--- config.mk ---
export PLATFORM = sky130hd
export DESIGN_NAME = vsra_ctrl
export DESIGN_NICKNAME = d
export VERILOG_FILES = /design/src/design/vsra_pkg.sv /design/src/design/vsra_ctrl.sv
export SDC_FILE = /design/constraint.sdc
export NUM_CORES = 1
export LEC_CHECK = 0
export BUFFER_PORTS_ARGS = -buffer_cell sky130_fd_sc_hd__buf_4
export CAP_MARGIN = 20
export CORE_AREA = 3 3 40 42
export CTS_CLUSTER_DIAMETER = 60
export CTS_CLUSTER_SIZE = 20
export DETAILED_ROUTE_END_ITERATION = 8
export DIE_AREA = 0 0 43 45
export GPL_TIMING_DRIVEN = 0
export PLACE_DENSITY = 0.35
export SLEW_MARGIN = 20
export SYNTH_ARGS = -nofsm -noshare
export SYNTH_HDL_FRONTEND = slang
export SYNTH_SLANG_ARGS = --single-unit
--- constraint.sdc ---
create_clock -name i_clk -period 0.98 [get_ports i_clk]
set_input_delay 0.098 -clock i_clk [delete_from_list [all_inputs] [get_ports i_clk]]
set_output_delay 0.098 -clock i_clk [all_outputs]
set_load 0.05 [all_outputs]
--- src/design/vsra_pkg.sv ---
// ----------------------------------------------------------------------------
// vsra_pkg
// Shared types and constants of the variable-size ring allocator.
// ----------------------------------------------------------------------------
package vsra_pkg;

    localparam int BUFFER_BYTES_DEF = 65536;

    localparam int CNT_W  = 17;
    localparam int HDR_W  = 14;
    localparam int SIZE_W = 13;
    localparam int LOG2_W = 5;

    localparam logic [LOG2_W-1:0] RING_LOG2_RST = 5'd16;
    localparam logic [LOG2_W-1:0] RING_LOG2_MIN = 5'd4;
    localparam logic [LOG2_W-1:0] RING_LOG2_MAX = 5'd16;

    localparam logic [2:0] CMD_RESERVE = 3'd0;
    localparam logic [2:0] CMD_COMMIT  = 3'd1;
    localparam logic [2:0] CMD_PEEK    = 3'd2;
    localparam logic [2:0] CMD_RELEASE = 3'd3;
    localparam logic [2:0] CMD_CLEAR   = 3'd4;

    localparam logic [HDR_W-1:0] HDR_PAD = 14'h2000;

    typedef struct packed {
        logic [2:0]  cmd;
        logic [15:0] request_size;
        logic [15:0] item_offset;
    } t_cmd_item;

    typedef struct packed {
        logic        ok;
        logic [15:0] payload_offset;
        logic [15:0] item_bytes;
        logic [16:0] fill_bytes;
        logic        empty_res;
        logic        full_res;
    } t_result;

    typedef struct packed {
        logic load;
        logic exec;
        logic wr2;
        logic rd2;
        logic fin;
    } t_ctl_cmd;

    typedef struct packed {
        logic wrap_res;
        logic pad_peek;
    } t_dp_status;

endpackage

--- src/design/vsra_ctrl.sv ---
// ----------------------------------------------------------------------------
// vsra_ctrl
// Command sequencer: accept, execute, and an optional second header access.
// ----------------------------------------------------------------------------
module vsra_ctrl (
    input  logic                  i_clk,
    input  logic                  i_rst_n,
    input  logic                  i_start,
    input  vsra_pkg::t_dp_status  i_status,
    output vsra_pkg::t_ctl_cmd    o_cmd,
    output logic                  o_busy
);
    import vsra_pkg::*;

    localparam logic [1:0] S_IDLE = 2'd0;
    localparam logic [1:0] S_EXEC = 2'd1;
    localparam logic [1:0] S_WR2  = 2'd2;
    localparam logic [1:0] S_RD2  = 2'd3;

    logic [1:0] r_state;
    logic [1:0] n_state;
    t_ctl_cmd   cmd;

    always_comb begin
        n_state = r_state;
        cmd     = '0;
        case (r_state)
            S_IDLE: begin
                if (i_start) begin
                    cmd.load = 1'b1;
                    n_state  = S_EXEC;
                end
            end
            S_EXEC: begin
                cmd.exec = 1'b1;
                if (i_status.wrap_res) begin
                    n_state = S_WR2;
                end else if (i_status.pad_peek) begin
                    n_state = S_RD2;
                end else begin
                    cmd.fin = 1'b1;
                    n_state = S_IDLE;
                end
            end
            S_WR2: begin
                cmd.wr2 = 1'b1;
                cmd.fin = 1'b1;
                n_state = S_IDLE;
            end
            S_RD2: begin
                cmd.rd2 = 1'b1;
                cmd.fin = 1'b1;
                n_state = S_IDLE;
            end
            default: begin
                n_state = S_IDLE;
            end
        endcase
    end

    always_ff @(posedge i_clk) begin
        if (!i_rst_n) begin
            r_state <= S_IDLE;
        end else begin
            r_state <= n_state;
        end
    end

    assign o_cmd  = cmd;
    assign o_busy = (r_state != S_IDLE);

`ifndef SYNTHESIS
    a_exec_after_load: assert property (@(posedge i_clk) disable iff (!i_rst_n)
        cmd.load |=> r_state == S_EXEC)
        else $error("exec does not follow accept");
    a_fin_to_idle: assert property (@(posedge i_clk) disable iff (!i_rst_n)
        cmd.fin |=> r_state == S_IDLE)
        else $error("sequencer not idle after finish");
    a_status_excl: assert property (@(posedge i_clk) disable iff (!i_rst_n)
        $onehot0({i_status.wrap_res, i_status.pad_peek}))
        else $error("wrap and pad status together");
    a_wr2_cause: assert property (@(posedge i_clk) disable iff (!i_rst_n)
        (r_state == S_WR2) |-> $past(i_status.wrap_res))
        else $error("second write without wrap");
`endif

endmodule

==> results.ini <==
[outcome]
status=finished, violations left
violations=negative setup slack

[cts]
cts_htree_levels=1
numCtsBuffers=3
clkTransAtPathRegs_ps=30
postCtsHoldBufs=0
cts_tree=yes
clock-root-buffer=clkbuf_4
numClockSinks=2
clk_latency_ps=220
cts.path.max_buffers=2

[finish]
fin_area_um2=323
antennaDiodeCount=0
synthToLayoutAreaGrowth_pct=153
drive_gt1_share_pct=75.0
top_register=r_state
final_util_pct=25.1
reg.largest.list=r_state: 2 flops
design.final.nets=39
largest_reg_flops=2

[critical_path]
worstPathCellList=or2_4, nor2_4, buf_6
cp.required_ps=880
r2r-start=r_state[1]
start_kind=flip-flop
crit_type=flip-flop to primary output
r2r-end=r_state[1]
crit_family=flip-flops
regToRegSetupSlack_ps=110
cp_slowest_cell=dfxtp_4
reg2reg_depth=3
cp_slowest_stage_delay_ps=340
cp-endpoint=o_cmd[4]
cp_max_fo=2
arrival_ps=1050
crit_path_end_kind=primary output
path_buf_inv=1
path_depth=3
cp-startpoint=r_state[1]

[worst_hold_path]
holdPathStages=3
min_path_type=input pin to flip-flop

[sta]
final-setup-viol-count=6
final.min_clock_period_ps=1140
fin_crit_sh_pct=117
max-slew-margin-rel_pct=87.4
drv_slew=0
final.setup.worst_slack_ps=-165
fin_worst_skew_ps=3.16
tns_ps=-678
fin_hold_ws_ps=156
finalHoldViolations=0
tightest_slew_ps=188
timing.fmax_mhz=873
rsz0062_at_grt=yes

[floorplanning]
core_area_um2=1280
dieHeight_um=45
die_w_um=43
ios=11
initial_utilization_pct=9.93
fp-row-count=13
fp.dieArea_um2=1940

[yosys]
synth_area_per_cell_um2=8.51
synthesis.area_um2=128
synth-seq-area-share_pct=31.4
ys_ff_latch=2
synth_cell_type_count=13
ys_warn_count=0
netlist_instances=15
syn_nets=20

[detailed_routing]
wl_per_cell_um=9.02
wl_um=424
vias_per_cell=3.53
ant_nets=0
firstDrtPassIters=1
vias=166
drc=0
drtIter0Drc=0

[power_and_ir_drop]
p_leak_uw=0.000163
vdd_drop_max_uv=862
switching_share_pct=31.3
seq_power_share_pct=21.1
p_switching_uw=134
power.share.clock_pct=41.2
power_frac_comb_pct=37.7
p_per_area_nw_per_um2=1320
p_int_uw=293
finalPower_uw=427

[global_routing]
grt_max_degree=6
grt_pass1_wl_um=696
grt_use_total_pct=5.48
gr-total-overflow=0
antenna_found_initial=0
grt_pass1_vias=186

[flow_run]
cap_violations=0

[place]
routabilityCongestion=0.702
placed_area_um2=229
io_buffers=10

[Yosys cell counts]
cell / count / area (um2)
nor2_2: 1 / 6.26
inv_1: 1 / 3.75
and2_1: 1 / 6.26
nor2_1: 1 / 3.75
nand3b_1: 1 / 7.51
nor2b_1: 1 / 6.26
nor3b_2: 1 / 12.5
and2b_1: 1 / 7.51
a21oi_1: 1 / 5.00
dfxtp_1: 2 / 40.0
nand2b_1: 2 / 12.5
a21o_1: 1 / 7.51
or2_4: 1 / 8.76
[power by group through the flow]
stage	Combinational (uW)	Clock, uW	Sequential (uW)
6_report	161	176	89.9
5_1_grt	169	202	91.0
4_1_cts	158	186	89.0
3_5_place_dp	127	0	95.7
3_3_place_gp	125	0	94.4
2_1_floorplan	88.1	0	93.0
[layer usage]
| layer | wire length, um | up-vias | track usage [%] |
|---|---|---|---|
| li1 | - | 84 | - |
| met1 | 167 | 69 | 5.74 |
| met2 | 183 | 13 | 7.78 |
| met3 | 73 | 0 | 5.18 |
| met4 | 0 | 0 | 1.81 |
| met5 | 0 | - | 0 |
[layout make-up]
| class | count | area (um2) |
|---|---|---|
| clock buffers | 3 | 22.5 |
| fillers | 138 | 962 |
| inverters | 1 | 3.75 |
| multi-input cells | 12 | 98.8 |
| flip-flops and latches | 2 | 47.5 |
| well taps | 15 | 18.8 |
| repair buffers | 14 | 131 |
[timing repair]
item                       in CTS  in global routing
buffers inserted                4                  0
gates resized for setup        10                  3
cloned                          0                  0
pin swaps                       1                  0
setup endpoints to repair       6                  6
[how the worst min path moves through the flow]
stage | start | endpoint | slack (ps)
6_report | i_start | r_state[0] | 160
5_1_grt | i_status[1] | r_state[0] | 170
4_1_cts | i_start | r_state[0] | 150
3_5_place_dp | i_start | r_state[0] | 390
3_3_place_gp | i_status[1] | r_state[0] | 380
2_1_floorplan | i_start | r_state[0] | 250
[kinds of logic (layout without fill, tap and decap cells)]
group,count (synthesis),after routing,synth area share (%)
AOI/OAI and AO/OA,2,2,9.80
buffers and inverters,1,18,2.94
DFF,2,2,31.4
and+or+nand+nor,10,10,55.9
[stage by stage]
step | setup slack, ps | instances
detailed placement | -17.6 | 40
CTS | -170 | 47
global route | -204 | 47
floorplan | -66.2 | 15
global placement | 16.7 | 40
finish | -165 | 47
[worst min-delay path, delay by kind of cell]
kind                   cells  cell delay [ps]
buffers and inverters      1              110
and+or+nand+nor            1               60
AOI/OAI and AO/OA          1               60
[layout by cell type (no fill, tap or decap), drive strengths merged]
| cell | Yosys | layout |
|---|---|---|
| nor2 | 2 | 2 |
| buf | 0 | 14 |
| inv | 1 | 1 |
| or2 | 1 | 1 |
| and2 | 1 | 1 |
| clkbuf | 0 | 3 |
| dfxtp | 2 | 2 |
| nor2b | 1 | 1 |
| nand2b | 2 | 2 |
| and2b | 1 | 1 |
| nor3b | 1 | 1 |
| a21o | 1 | 1 |
| nand3b | 1 | 1 |
| a21oi | 1 | 1 |
Note: power is estimated with default switching activity, not from simulation.
